$ cat src/sv/ir_pkg.sv
// Package for the integer radical block.
// Holds the command and status bundles passed between controller and datapath.
// No dependencies.
package ir_pkg;

  typedef struct packed {
    logic load;
    logic div_start;
    logic mul_start;
    logic mul_sel_n;
    logic n_take_q;
    logic d_inc;
    logic out_load;
  } ir_cmd_t;

  typedef struct packed {
    logic n_lt2;
    logic n_gt1;
    logic div_busy;
    logic mul_busy;
    logic q_lt_d;
    logic r_zero;
  } ir_stat_t;

endpackage

$ cat src/sv/ir_dpath.sv
// Datapath of the integer radical block: value, divisor and product registers,
// a shift-subtract divider and a shift-add multiplier.
// Depends on ir_pkg.
module ir_dpath
  import ir_pkg::*;
#(
  parameter int WORD_BITS = 32
) (
  input  logic                 clk,
  input  logic                 rst_n,
  input  ir_cmd_t              cmd,
  input  logic [WORD_BITS-1:0] in_number,
  output ir_stat_t             stat,
  output logic [WORD_BITS-1:0] out_radical
);

  localparam int CW = $clog2(WORD_BITS);

  logic [WORD_BITS-1:0] n_r, n_nxt;
  logic [WORD_BITS-1:0] d_r, d_nxt;
  logic [WORD_BITS-1:0] prod_r, prod_nxt;
  logic [WORD_BITS-1:0] quo_r, quo_nxt;
  logic [WORD_BITS-1:0] rem_r, rem_nxt;
  logic [WORD_BITS-1:0] ma_r, ma_nxt;
  logic [WORD_BITS-1:0] mb_r, mb_nxt;
  logic [WORD_BITS-1:0] acc_r, acc_nxt;
  logic [WORD_BITS-1:0] radical_r, radical_nxt;
  logic [CW-1:0]        cnt_r, cnt_nxt;
  logic                 div_busy_r, div_busy_nxt;
  logic                 mul_busy_r, mul_busy_nxt;
  logic [WORD_BITS:0]   trial;
  logic [WORD_BITS:0]   diff;
  logic                 qbit;

  always_comb begin
    trial        = {rem_r, quo_r[WORD_BITS-1]};
    diff         = trial - {1'b0, d_r};
    qbit         = ~diff[WORD_BITS];
    n_nxt        = n_r;
    d_nxt        = d_r;
    prod_nxt     = prod_r;
    quo_nxt      = quo_r;
    rem_nxt      = rem_r;
    ma_nxt       = ma_r;
    mb_nxt       = mb_r;
    acc_nxt      = acc_r;
    radical_nxt  = radical_r;
    cnt_nxt      = cnt_r;
    div_busy_nxt = div_busy_r;
    mul_busy_nxt = mul_busy_r;

    if (cmd.load) begin
      n_nxt    = in_number;
      d_nxt    = WORD_BITS'(2);
      prod_nxt = WORD_BITS'(1);
    end
    if (cmd.n_take_q) begin
      n_nxt = quo_r;
    end
    if (cmd.d_inc) begin
      d_nxt = d_r + WORD_BITS'(1);
    end

    if (cmd.div_start) begin
      quo_nxt      = n_r;
      rem_nxt      = '0;
      cnt_nxt      = CW'(WORD_BITS - 1);
      div_busy_nxt = 1'b1;
    end else if (div_busy_r) begin
      rem_nxt = qbit ? diff[WORD_BITS-1:0] : trial[WORD_BITS-1:0];
      quo_nxt = {quo_r[WORD_BITS-2:0], qbit};
      if (cnt_r == '0) begin
        div_busy_nxt = 1'b0;
      end else begin
        cnt_nxt = cnt_r - CW'(1);
      end
    end

    if (cmd.mul_start) begin
      ma_nxt       = prod_r;
      mb_nxt       = cmd.mul_sel_n ? n_r : d_r;
      acc_nxt      = '0;
      mul_busy_nxt = 1'b1;
    end else if (mul_busy_r) begin
      if (mb_r == '0) begin
        prod_nxt     = acc_r;
        mul_busy_nxt = 1'b0;
      end else begin
        if (mb_r[0]) begin
          acc_nxt = acc_r + ma_r;
        end
        ma_nxt = {ma_r[WORD_BITS-2:0], 1'b0};
        mb_nxt = {1'b0, mb_r[WORD_BITS-1:1]};
      end
    end

    if (cmd.out_load) begin
      radical_nxt = prod_r;
    end
  end

  always_ff @(posedge clk) begin
    if (!rst_n) begin
      div_busy_r <= 1'b0;
      mul_busy_r <= 1'b0;
    end else begin
      div_busy_r <= div_busy_nxt;
      mul_busy_r <= mul_busy_nxt;
    end
  end

  always_ff @(posedge clk) begin
    n_r       <= n_nxt;
    d_r       <= d_nxt;
    prod_r    <= prod_nxt;
    quo_r     <= quo_nxt;
    rem_r     <= rem_nxt;
    ma_r      <= ma_nxt;
    mb_r      <= mb_nxt;
    acc_r     <= acc_nxt;
    radical_r <= radical_nxt;
    cnt_r     <= cnt_nxt;
  end

  assign stat.n_lt2    = (n_r < WORD_BITS'(2));
  assign stat.n_gt1    = (n_r > WORD_BITS'(1));
  assign stat.div_busy = div_busy_r;
  assign stat.mul_busy = mul_busy_r;
  assign stat.q_lt_d   = (quo_r < d_r);
  assign stat.r_zero   = (rem_r == '0);
  assign out_radical   = radical_r;

  a_units_exclusive: assert property (@(posedge clk) disable iff (!rst_n)
    !(div_busy_r && mul_busy_r))
    else $error("divider and multiplier busy together");

  a_div_no_restart: assert property (@(posedge clk) disable iff (!rst_n)
    cmd.div_start |-> !div_busy_r)
    else $error("division started while busy");

  a_divisor_min: assert property (@(posedge clk) disable iff (!rst_n)
    div_busy_r |-> (d_r >= WORD_BITS'(2)))
    else $error("trial divisor below two");

  a_mul_no_restart: assert property (@(posedge clk) disable iff (!rst_n)
    cmd.mul_start |-> !mul_busy_r && !div_busy_r)
    else $error("multiplication started while a unit is busy");

endmodule

$ cat src/sv/ir_ctrl.sv
// Controller of the integer radical block: sequences trial division,
// factor stripping and product updates, and owns the handshakes.
// Depends on ir_pkg.
module ir_ctrl
  import ir_pkg::*;
(
  input  logic     clk,
  input  logic     rst_n,
  input  logic     in_valid,
  output logic     in_stall,
  output logic     out_valid,
  input  logic     out_stall,
  input  ir_stat_t stat,
  output ir_cmd_t  cmd
);

  typedef enum logic [10:0] {
    S_IDLE      = 11'b000_0000_0001,
    S_CHECK     = 11'b000_0000_0010,
    S_DIV       = 11'b000_0000_0100,
    S_DIV_WAIT  = 11'b000_0000_1000,
    S_MUL_D     = 11'b000_0001_0000,
    S_STRIP     = 11'b000_0010_0000,
    S_STRIP_W   = 11'b000_0100_0000,
    S_FIN       = 11'b000_1000_0000,
    S_MUL_N     = 11'b001_0000_0000,
    S_DONE      = 11'b010_0000_0000,
    S_SPARE     = 11'b100_0000_0000
  } ir_state_t;

  ir_state_t state_r, state_nxt;
  logic      out_valid_r, out_valid_nxt;

  always_comb begin
    state_nxt = state_r;
    cmd       = '0;
    case (state_r)
      S_IDLE: begin
        if (in_valid) begin
          cmd.load  = 1'b1;
          state_nxt = S_CHECK;
        end
      end
      S_CHECK: begin
        state_nxt = stat.n_lt2 ? S_DONE : S_DIV;
      end
      S_DIV: begin
        cmd.div_start = 1'b1;
        state_nxt     = S_DIV_WAIT;
      end
      S_DIV_WAIT: begin
        if (!stat.div_busy) begin
          if (stat.q_lt_d) begin
            state_nxt = S_FIN;
          end else if (stat.r_zero) begin
            cmd.mul_start = 1'b1;
            cmd.n_take_q  = 1'b1;
            state_nxt     = S_MUL_D;
          end else begin
            cmd.d_inc = 1'b1;
            state_nxt = S_DIV;
          end
        end
      end
      S_MUL_D: begin
        if (!stat.mul_busy) begin
          state_nxt = S_STRIP;
        end
      end
      S_STRIP: begin
        cmd.div_start = 1'b1;
        state_nxt     = S_STRIP_W;
      end
      S_STRIP_W: begin
        if (!stat.div_busy) begin
          if (stat.r_zero) begin
            cmd.n_take_q = 1'b1;
            state_nxt    = S_STRIP;
          end else begin
            cmd.d_inc = 1'b1;
            state_nxt = S_DIV;
          end
        end
      end
      S_FIN: begin
        if (stat.n_gt1) begin
          cmd.mul_start = 1'b1;
          cmd.mul_sel_n = 1'b1;
          state_nxt     = S_MUL_N;
        end else begin
          state_nxt = S_DONE;
        end
      end
      S_MUL_N: begin
        if (!stat.mul_busy) begin
          state_nxt = S_DONE;
        end
      end
      S_DONE: begin
        if (!out_valid_r || !out_stall) begin
          cmd.out_load = 1'b1;
          state_nxt    = S_IDLE;
        end
      end
      default: begin
        state_nxt = S_IDLE;
      end
    endcase
  end

  always_comb begin
    out_valid_nxt = out_valid_r;
    if (out_valid_r && !out_stall) begin
      out_valid_nxt = 1'b0;
    end
    if (cmd.out_load) begin
      out_valid_nxt = 1'b1;
    end
  end

  always_ff @(posedge clk) begin
    if (!rst_n) begin
      state_r     <= S_IDLE;
      out_valid_r <= 1'b0;
    end else begin
      state_r     <= state_nxt;
      out_valid_r <= out_valid_nxt;
    end
  end

  assign in_stall  = (state_r != S_IDLE);
  assign out_valid = out_valid_r;

  a_load_sets_valid: assert property (@(posedge clk) disable iff (!rst_n)
    cmd.out_load |=> out_valid_r)
    else $error("result loaded but not presented");

  a_no_overwrite: assert property (@(posedge clk) disable iff (!rst_n)
    (out_valid_r && out_stall) |-> !cmd.out_load)
    else $error("pending transaction overwritten");

endmodule

$ cat src/sv/integer_radical.sv
// Integer radical: returns the product of the distinct prime factors of an
// unsigned WORD_BITS-bit number (0 and 1 give 1). Trial divisors run from 2
// up to the square root of the remaining value through one shift-subtract
// divider. Each distinct factor adds a product update on the shift-add
// multiplier, and each repeated factor is stripped by a further division.
// One number is worked at a time; a finished result waits in the output
// register while the next number is accepted.
// Depends on ir_pkg, ir_ctrl and ir_dpath.
module integer_radical
  import ir_pkg::*;
#(
  parameter int WORD_BITS = 32
) (
  input  logic                 clk,
  input  logic                 rst_n,
  input  logic                 in_valid,
  output logic                 in_stall,
  input  logic [WORD_BITS-1:0] in_number,
  output logic                 out_valid,
  input  logic                 out_stall,
  output logic [WORD_BITS-1:0] out_radical
);

  ir_cmd_t  cmd;
  ir_stat_t stat;

  ir_ctrl u_ctrl (
    .clk       (clk),
    .rst_n     (rst_n),
    .in_valid  (in_valid),
    .in_stall  (in_stall),
    .out_valid (out_valid),
    .out_stall (out_stall),
    .stat      (stat),
    .cmd       (cmd)
  );

  ir_dpath #(
    .WORD_BITS (WORD_BITS)
  ) u_dpath (
    .clk         (clk),
    .rst_n       (rst_n),
    .cmd         (cmd),
    .in_number   (in_number),
    .stat        (stat),
    .out_radical (out_radical)
  );

endmodule

$ cat config.mk
export PLATFORM = sky130hd
export DESIGN_NAME = integer_radical
export DESIGN_NICKNAME = d
export VERILOG_FILES = /design/src/sv/ir_pkg.sv /design/src/sv/ir_dpath.sv /design/src/sv/ir_ctrl.sv /design/src/sv/integer_radical.sv
export SDC_FILE = /design/constraint.sdc
export NUM_CORES = 1
export LEC_CHECK = 0
export BUFFER_PORTS_ARGS = -buffer_cell sky130_fd_sc_hd__buf_2
export CAP_MARGIN = 10
export CORE_MARGIN = 5
export CORE_UTILIZATION = 30
export DETAILED_ROUTE_END_ITERATION = 16
export HOLD_SLACK_MARGIN = 0.03
export SKIP_LAST_GASP = 1
export SYNTH_ARGS = -nofsm -noshare
export SYNTH_HDL_FRONTEND = slang
export SYNTH_HIERARCHICAL = 1
export SYNTH_SLANG_ARGS = --single-unit
export TNS_END_PERCENT = 50
$ cat constraint.sdc
create_clock -name clk -period 4.6 [get_ports clk]
set_clock_uncertainty 0.2 [all_clocks]
set_input_delay 1.15 -clock clk [delete_from_list [all_inputs] [get_ports clk]]
set_output_delay 1.15 -clock clk [all_outputs]
set_load 0.005 [all_outputs]
# Word level (Yosys, flattened, before mapping)
# Cells that the tools add are included.
[word_totals] regBits=307 in_bits=36 wordCells=113
[classes] order_cmp=3 addsub=4 n_bitwise=3 n_mux=54 n_reduce_logical=17 eq_ne=18
[op_table] operator="$mux 32" n=18
[op_table] operator="$pmux 11 s10" n=1
[op_table] operator="$mux 11" n=6
[op_table] operator="$logic_not 32->1" n=2
[op_table] operator="$sub 33x32->33" n=1
[op_table] operator="$add 32x1->32 const B" n=1
[op_table] operator="$add 32x32->32" n=1
[op_table] operator="$gt 32x1->1 const B" n=1
[op_table] operator="$lt 32x2->1 const B" n=1
[op_table] operator="$lt 32x32->1" n=1
[op_table] operator="$mux 10" n=2
[op_table] operator="$mux 1" n=18
[op_table] operator="$ne 2x2->1 const B" n=6
[op_table] operator="$eq 11x1->1 const B" n=1
[op_table] operator="$eq 11x10->1 const B" n=1
[op_table] operator="$eq 11x2->1 const B" n=1
[op_table] operator="$eq 11x3->1 const B" n=1
[op_table] operator="$eq 11x4->1 const B" n=1
[op_table] operator="$eq 11x5->1 const B" n=1
[op_table] operator="$eq 11x6->1 const B" n=1
[op_table] operator="$eq 11x7->1 const B" n=1
[op_table] operator="$eq 11x8->1 const B" n=1
[op_table] operator="$eq 11x9->1 const B" n=1
[op_table] operator="$ne 11x1->1 const B" n=1
[op_table] operator="other kinds (18)" n=29

# Longest topological paths before layout
# Gate-level depths: netlist (run 1).
[logic_depth] ltp_word=7 depth_mapped=19 depth_no_buf=17

# Modules after synthesis
# The synthesis (run 1) kept the hierarchy.
[modules_own_cells] mod="ir_dpath" area_each_um2=16467.0 instances=1 cells_each=1604
[modules_own_cells] mod="ir_ctrl" area_each_um2=828.3 instances=1 cells_each=96

# Worst setup path after synthesis (run 1)
# Ideal clock, no wire load.
[synth_path] path_type="register to register" from="register u_dpath.d_r[1]" to="register u_dpath.ma_r[0] (enable)" stages_incl_launch_ff=18 period_less_slack_ns=4.757 t_arrival_ns=4.133 path_buffers=2 setup_time_ns=0.424 setup_slack_ns=-0.157 cell_sequence="edfxtp_1 inv_1 ha_1 a21o_1 a21o_1 a21o_1 a21oi_1 nor2b_1 o211ai_1 a2111oi_0 nor4_1 and4b_2 nand3b_1 nand2_1 clkbuf_1 clkbuf_1 inv_1 nand2_1"
[synth_lines] element="start, declared" line="ir_dpath.sv:20" source="logic [WORD_BITS-1:0] d_r, d_nxt;"
[synth_lines] element="start signal, assigned" line="ir_dpath.sv:114" source="d_r <= d_nxt;"
[synth_lines] element="end signal, assigned" line="ir_dpath.sv:118" source="ma_r <= ma_nxt;"
[synth_lines] element="end, declared" line="ir_dpath.sv:24" source="logic [WORD_BITS-1:0] ma_r, ma_nxt;"

==> results.ini, run 1 <==
[critical_path]
r2r_cells = 15
end_kind = flop
crit_fanout = 64
startpoint = u_dpath/d_r[25]$_SDFFCE_PN0P_
cp-endpoint = u_dpath/prod_r[2]$_DFF_P_
criticalPathCategory = reg2reg
cp-start-kind = flop
rrSetupSlack_ns = 0.41
critPathRequiredTime_ns = 4.79
arrival_ns = 4.38
r2r-end = u_dpath/prod_r[2]$_DFF_P_
rr_startpoint = u_dpath/d_r[25]$_SDFFCE_PN0P_

[clock_network]
cts.sinks = 306
cts_buffers = 35
post_cts_buffers = 0
htree_levels = 2
cts_hold_buf = 0
clk_latency_ns = 0.53
cts_root_buf = clkbuf_16
clkTransAtPathRegs_ns = 0.06
ctsLongestPathBuffers = 3
cts_tree = done
ctsResizeCount = 0

[global_routing]
grt_use_total_pct = 13.59
grt-ovfl-total = 0
grt_pass1_wl_um = 70260
grt_max_degree = 74
grt_pass1_vias = 12630
antenna_found_initial = 3

[routing]
wl_per_cell_um = 17.54
vias = 13030
vias_per_cell = 5.131
dr.pass1.iters = 5
drt_wl_total_um = 44540
postRouteAntennaNets = 0
post-route-drc-count = 0
drt_iter0_drc = 1084

[floorplanning]
initial_core_util_pct = 30.15
die_h_um = 250.1
pin_count = 70
core_um2 = 57370
die_x_um = 250.1
dieArea_um2 = 62550
rows = 88

[synthesis]
synth_edf_count = 192
synth-simple-area-share_pct = 17.06
ys_ff_latch = 306
synth_compound_area_share_pct = 13.46
synthMuxAreaShare_pct = 8.421
synthXorXnorAreaFrac_pct = 4.102
avgSynthCellArea_um2 = 10.17
ys.flop_type = edfxtp_1
synth_fa_ha_area_share_pct = 7.176
synthCells = 1700
mappedNetlistNets = 1834
yosysWarningCount = 6
async_flop_share_pct = 0
yosysUniqueCellTypes = 75
synth_top_family_by_area = simple AND/OR/NAND/NOR gates
ys_seq_area_share_pct = 46.53
syn_area_um2 = 17300

[run_status]
status = completed

[placement]
gp_congestion = 0.8827
dpl_cell_area_um2 = 18530
hpwl_um = 32120
io_buffers = 69
placed_cells = 2476

[layout]
drive_above_1_share_pct = 15.72
diodes = 0
fin_util_pct = 34.31
finalNetCount = 1882
fillCellCount = 5754
mostFrequentLayoutCell = edfxtp_1
final_design_area_no_fill_um2 = 19680
layoutNonFillerInstCount = 2540
layout_common_cells = 192 x edfxtp_1, 172 x nand2_1, 128 x a21oi_1, 113 x dfxtp_1, 106 x nor2_1
syn2layout_area_growth_pct = 13.80

[sta]
slew_violations = 0
grt_setup_unrepaired = no
hold_viol = 0
fmax_ghz = 0.2388
fin_crit_sh_pct = 91.05
setup_tns_ns = 0
setup_viol = 0
min_period_ns = 4.188
tightest_slew_ns = 1.127
maxSlewHeadroom_pct = 24.69

[pwr]
netSwitchingFraction_pct = 29.93
p_switching_w = 0.002328
p_seq_share_pct = 42.8
pwr-share-comb_pct = 21.2
peakVddDrop_mv = 0.1950
clockPowerShare_pct = 36.0
powerDensity_nw_per_um2 = 395.2
intPower_w = 0.005450
p_leak_nw = 7.155

[run]
maxCapViolations = 0

[hold_path]
hp-class = reg2reg
hp-start = u_dpath/prod_r[20]$_DFF_P_

[logic make-up after synthesis]
| kind of cell | Yosys count |
|---|---|
| flip-flops | 306 |
| AO/OA/AOI/OAI | 364 |
| multiplexers | 133 |
| adder cells (fa/ha/maj) | 98 |
| buffers and inverters | 140 |
| AND/OR/NAND/NOR | 578 |
| XOR/XNOR | 81 |
[sequential cells by signal, indices dropped and copies added (netlist names)]
register	flops
u_dpath/acc_r	32
u_dpath/ma_r	32
u_ctrl/out_valid	1
u_dpath/div_busy_r	1
u_dpath/d_r	32
u_dpath/quo_r	32
u_ctrl/state_r	10
u_dpath/mul_busy_r	1
u_dpath/out_radical	32
u_dpath/mb_r	32
u_dpath/n_r	32
u_dpath/prod_r	32
u_dpath/cnt_r	5
u_dpath/rem_r	32
[worst max-delay path, stage by stage (launching register included)]
cell and delay [ns]:
edfxtp_1 0.43, inv_1 0.10, ha_1 0.32, a21o_1 0.19, a21o_1 0.18, a21oi_1 0.13
nor2b_1 0.05, o21ai_0 0.33, a31oi_1 0.16, nor4_1 0.48, and4b_2 0.31, nand3b_1 0.19
nand2_4 0.11, nor4b_2 0.41, buf_12 0.29, o21ai_0 0.15
[worst min-delay path by stage]
stage | cells after the start | endpoint
5_1_grt | 0 | u_dpath/out_radical[2]$_DFFE_PP_
2_1_floorplan | 0 | u_dpath/out_radical[0]$_DFFE_PP_
3_5_place_dp | 0 | u_dpath/out_radical[27]$_DFFE_PP_
3_3_place_gp | 0 | u_dpath/out_radical[21]$_DFFE_PP_
6_report | 0 | u_dpath/out_radical[20]$_DFFE_PP_
4_1_cts | 0 | u_dpath/out_radical[27]$_DFFE_PP_
[cell type report]
type                            count  area (µm²)  area share, %
Timing Repair Buffer               92       568.0          2.886
Clock inverter                     20       187.7         0.9536
Sequential cell                   306        8049          40.90
Clock buffer                       44       960.9          4.882
Tap cell                          765       957.2          4.863
Multi-Input combinational cell   1254        8737          44.39
Inverter                           59       221.5          1.125
[power by group through the flow]
stage          clock network [W]  registers (W)  logic (W)
6_report                 0.00280        0.00333    0.00165
5_1_grt                  0.00301        0.00335    0.00182
3_5_place_dp                   0        0.00338    0.00162
2_1_floorplan                  0        0.00329    0.00125
3_3_place_gp                   0        0.00338    0.00161
4_1_cts                  0.00289        0.00332    0.00164
[per-layer routing]
metal	part of all wire, %	track usage [%]	up-vias
li1	-	-	6338
met1	45	18.15	6262
met2	48	23.09	346
met3	5.5	2.367	82
met4	2.1	3.212	4
met5	0.049	0	-
[synth_stat cells (6+ instances only)]
cell type	instances	area (µm²)
edfxtp_1	192	5766
nand2_1	174	653.1
a21oi_1	129	645.6
dfxtp_1	114	2282
nor2_1	108	405.4
ha_1	96	1201
mux2_2	96	1081
o21ai_0	70	350.3
clkbuf_1	59	221.5
inv_1	59	221.5
xnor2_1	59	516.8
nand2b_1	51	319.1
nand3_1	45	225.2
mux2i_1	36	360.4
and2_1	35	219.0
nor4_1	34	212.7
a21o_1	31	232.7
nand4_1	27	168.9
nor3_1	25	125.1
nor2b_1	23	143.9
xor2_1	22	192.7
a311oi_1	20	175.2
o211ai_1	15	112.6
a211oi_1	13	97.59
a31oi_1	12	75.07
buf_1	10	37.54
o21bai_1	10	75.07
or2_2	10	62.56
and3_1	9	56.30
o21a_1	9	67.56
buf_2	6	30.03
nand4b_1	6	52.55
[per-stage QoR]
stage / worst slack (ns) / hold WS (ns) / power, W
after global placement: 0.6502 / 0.2406 / 0.004983
after detailed placement: 0.4668 / 0.2481 / 0.005000
final: 0.4118 / 0.2582 / 0.007778
after CTS: 0.4374 / 0.2613 / 0.007844
after floorplan: 0.4475 / 0.2236 / 0.004539
after global routing: 0.2437 / 0.2788 / 0.008180
Power figures use the tool's default switching activity.
==> run 2, diff against run 1 <==
- clock period: 4.6 -> 5.3 ns (I/O delays scaled with it)
==> run 2 against run 1 <==
Compared with the run above: first-iteration DRC count fell by 6.9%; die area did not move; global-route usage rose by 0.061 points; register-to-register slack improved by 0.29 ns; core utilization fell by 0.12 points; sequential cell count did not move; final area fell by 0.36%; critical path type unchanged; largest cell class unchanged; highest routed layer is now met4.
==> results.ini, run 2 (synthesis results as in run 1) <==
[layout]
fillCellCount = 5771  ; was 5754
syn2layout_area_growth_pct = 13.38  ; was 13.80%
diodes = 0  ; unchanged
mostFrequentLayoutCell = edfxtp_1  ; unchanged
drive_above_1_share_pct = 15.28  ; was 15.72%
finalNetCount = 1880  ; was 1882
layoutNonFillerInstCount = 2538  ; was 2540
layout_common_cells = 192 x edfxtp_1, 172 x nand2_1, 128 x a21oi_1, 113 x dfxtp_1, 106 x nor2_1  ; unchanged
fin_util_pct = 34.18  ; was 34.31%

[routing]
vias = 12960  ; was 13030
vias_per_cell = 5.106  ; was 5.131
post-route-drc-count = 0  ; unchanged
wl_per_cell_um = 17.47  ; was 17.54 µm
drt_iter0_drc = 1009  ; was 1084
drt_wl_total_um = 44340  ; was 44540 µm
postRouteAntennaNets = 0  ; unchanged
dr.pass1.iters = 5  ; unchanged

[clock_network]
htree_levels = 2  ; unchanged
ctsResizeCount = 0  ; unchanged
cts.sinks = 306  ; unchanged
clk_latency_ns = 0.54  ; was 0.53 ns
cts_root_buf = clkbuf_16  ; unchanged
ctsLongestPathBuffers = 3  ; unchanged
cts_hold_buf = 0  ; unchanged
cts_buffers = 36  ; was 35
clkTransAtPathRegs_ns = 0.06  ; about the same
post_cts_buffers = 0  ; unchanged
cts_tree = done  ; unchanged

[pwr]
report.power.total_w = 0.006731  ; was 0.007778 W
peakVddDrop_mv = 0.1936  ; was 0.1950 mV
p_leak_nw = 7.110  ; was 7.155 nW
powerDensity_nw_per_um2 = 343.2  ; was 395.2 nW/µm²

[critical_path]
rr_startpoint = u_dpath/d_r[25]$_SDFFCE_PN0P_  ; unchanged
max_stage_delay_ns = 0.53  ; was 0.48 ns
arrival_ns = 4.77  ; was 4.38 ns
critPathSlowestCell = nor4_1  ; unchanged
rrSetupSlack_ns = 0.70  ; was 0.41 ns
critPathRequiredTime_ns = 5.47  ; was 4.79 ns
end_kind = flop  ; unchanged
criticalPathCategory = reg2reg  ; unchanged
startpoint = u_dpath/d_r[25]$_SDFFCE_PN0P_  ; unchanged
crit_fanout = 64  ; unchanged
cp-start-kind = flop  ; unchanged
cp_cell_sequence = inv_1 > ha_1 > a21o_1 > a21o_1 > a21oi_1 > nor2b_1 > o21ai_0 > a31oi_1 > nor4_1 > and4b_2 > nand3b_1 > nand2_4 > nor4b_2 > buf_4 > o21ai_0  ; was inv_1 > ha_1 > a21o_1 > a21o_1 > a21oi_1 > nor2b_1 > o21ai_0 > a31oi_1 > nor4_1 > and4b_2 > nand3b_1 > nand2_4 > nor4b_2 > buf_12 > o21ai_0

[sta]
setup_viol = 0  ; unchanged
min_period_ns = 4.601  ; was 4.188 ns
maxSlewHeadroom_pct = 30.52  ; was 24.69%
slew_violations = 0  ; unchanged
fmax_ghz = 0.2173  ; was 0.2388 GHz
fin_crit_sh_pct = 86.81  ; was 91.05%
tightest_slew_ns = 1.040  ; was 1.127 ns
setup_tns_ns = 0  ; unchanged
grt_setup_unrepaired = no  ; unchanged
hold_viol = 0  ; unchanged

[placement]
hpwl_um = 31730  ; was 32120 µm
io_buffers = 69  ; unchanged
placed_cells = 2472  ; was 2476
gp_congestion = 0.8863  ; was 0.8827

[global_routing]
grt_pass1_vias = 12730  ; was 12630
grt_max_degree = 65  ; was 74
grt-ovfl-total = 0  ; unchanged
grt_use_total_pct = 13.65  ; was 13.59%
grt_pass1_wl_um = 70770  ; was 70260 µm
antenna_found_initial = 2  ; was 3

[floorplanning]
rows = 88  ; unchanged
dieArea_um2 = 62550  ; unchanged
die_h_um = 250.1  ; unchanged
core_um2 = 57370  ; unchanged
pin_count = 70  ; unchanged
die_x_um = 250.1  ; unchanged
initial_core_util_pct = 30.15  ; unchanged

[hold_path]
hp-start = u_dpath/prod_r[3]$_DFF_P_  ; was u_dpath/prod_r[20]$_DFF_P_
hp-class = reg2reg  ; unchanged

[run_status]
status = completed  ; unchanged

[run]
maxCapViolations = 0  ; unchanged

## run 2: metrics by stage
| stage | setup slack, ns | cell area [µm²] | hold WS, ns |
|---|---|---|---|
| 6_report | 0.6990 | 19610 | 0.2590 |
| 5_1_grt | 0.3621 | 19610 | 0.2800 |
| 4_1_cts | 0.6778 | 19600 | 0.2616 |
| 3_5_place_dp | 0.6994 | 18450 | 0.2484 |
| 3_3_place_gp | 0.6953 | 18450 | 0.2417 |
| 2_1_floorplan | 0.5435 | 17300 | 0.2236 |
## run 2: final cells by class
class | instances | area [µm²] | area share (%)
multi-input combinational | 1254 | 8737 | 44.55
sequential | 306 | 8049 | 41.05
clock buffer | 52 | 991.0 | 5.053
tap | 765 | 957.2 | 4.881
timing repair buffer | 89 | 499.2 | 2.546
inverter | 59 | 221.5 | 1.129
clock inverter | 13 | 155.1 | 0.7912
## run 2: critical path: cells and delay by family, from the launching register on
kind | cells | cell delay [ns]
compound gates | 6 | 1.16
buf+inv | 2 | 0.63
fa+ha+maj | 1 | 0.32
simple gates | 6 | 1.67
flops | 1 | 0.42
## run 2: worst paths after layout
path / endpoint / cells past startpoint
hold / removal: u_dpath/out_radical[3]$_DFFE_PP_ / 0
setup reg to reg: u_dpath/prod_r[21]$_DFF_P_ / 15
setup / recovery: u_dpath/prod_r[21]$_DFF_P_ / 15
hold reg to reg: u_dpath/out_radical[3]$_DFFE_PP_ / 0
## run 2: routing by layer
metal | up-vias | global-route usage, % | share of wire [%]
li1 | 6354 | - | -
met1 | 6225 | 18.37 | 45
met2 | 315 | 23.46 | 48
met3 | 64 | 1.994 | 4.7
met4 | 0 | 2.932 | 1.8
met5 | - | 0 | 0
## run 2: where the power goes
| part | leakage (nW) | total, W | internal, W | switching [W] |
|---|---|---|---|---|
| combinational | 3.89 | 0.00142 | 0.000591 | 0.000829 |
| sequential | 2.67 | 0.00288 | 0.00270 | 0.000185 |
| clock | 0.549 | 0.00243 | 0.00141 | 0.00102 |
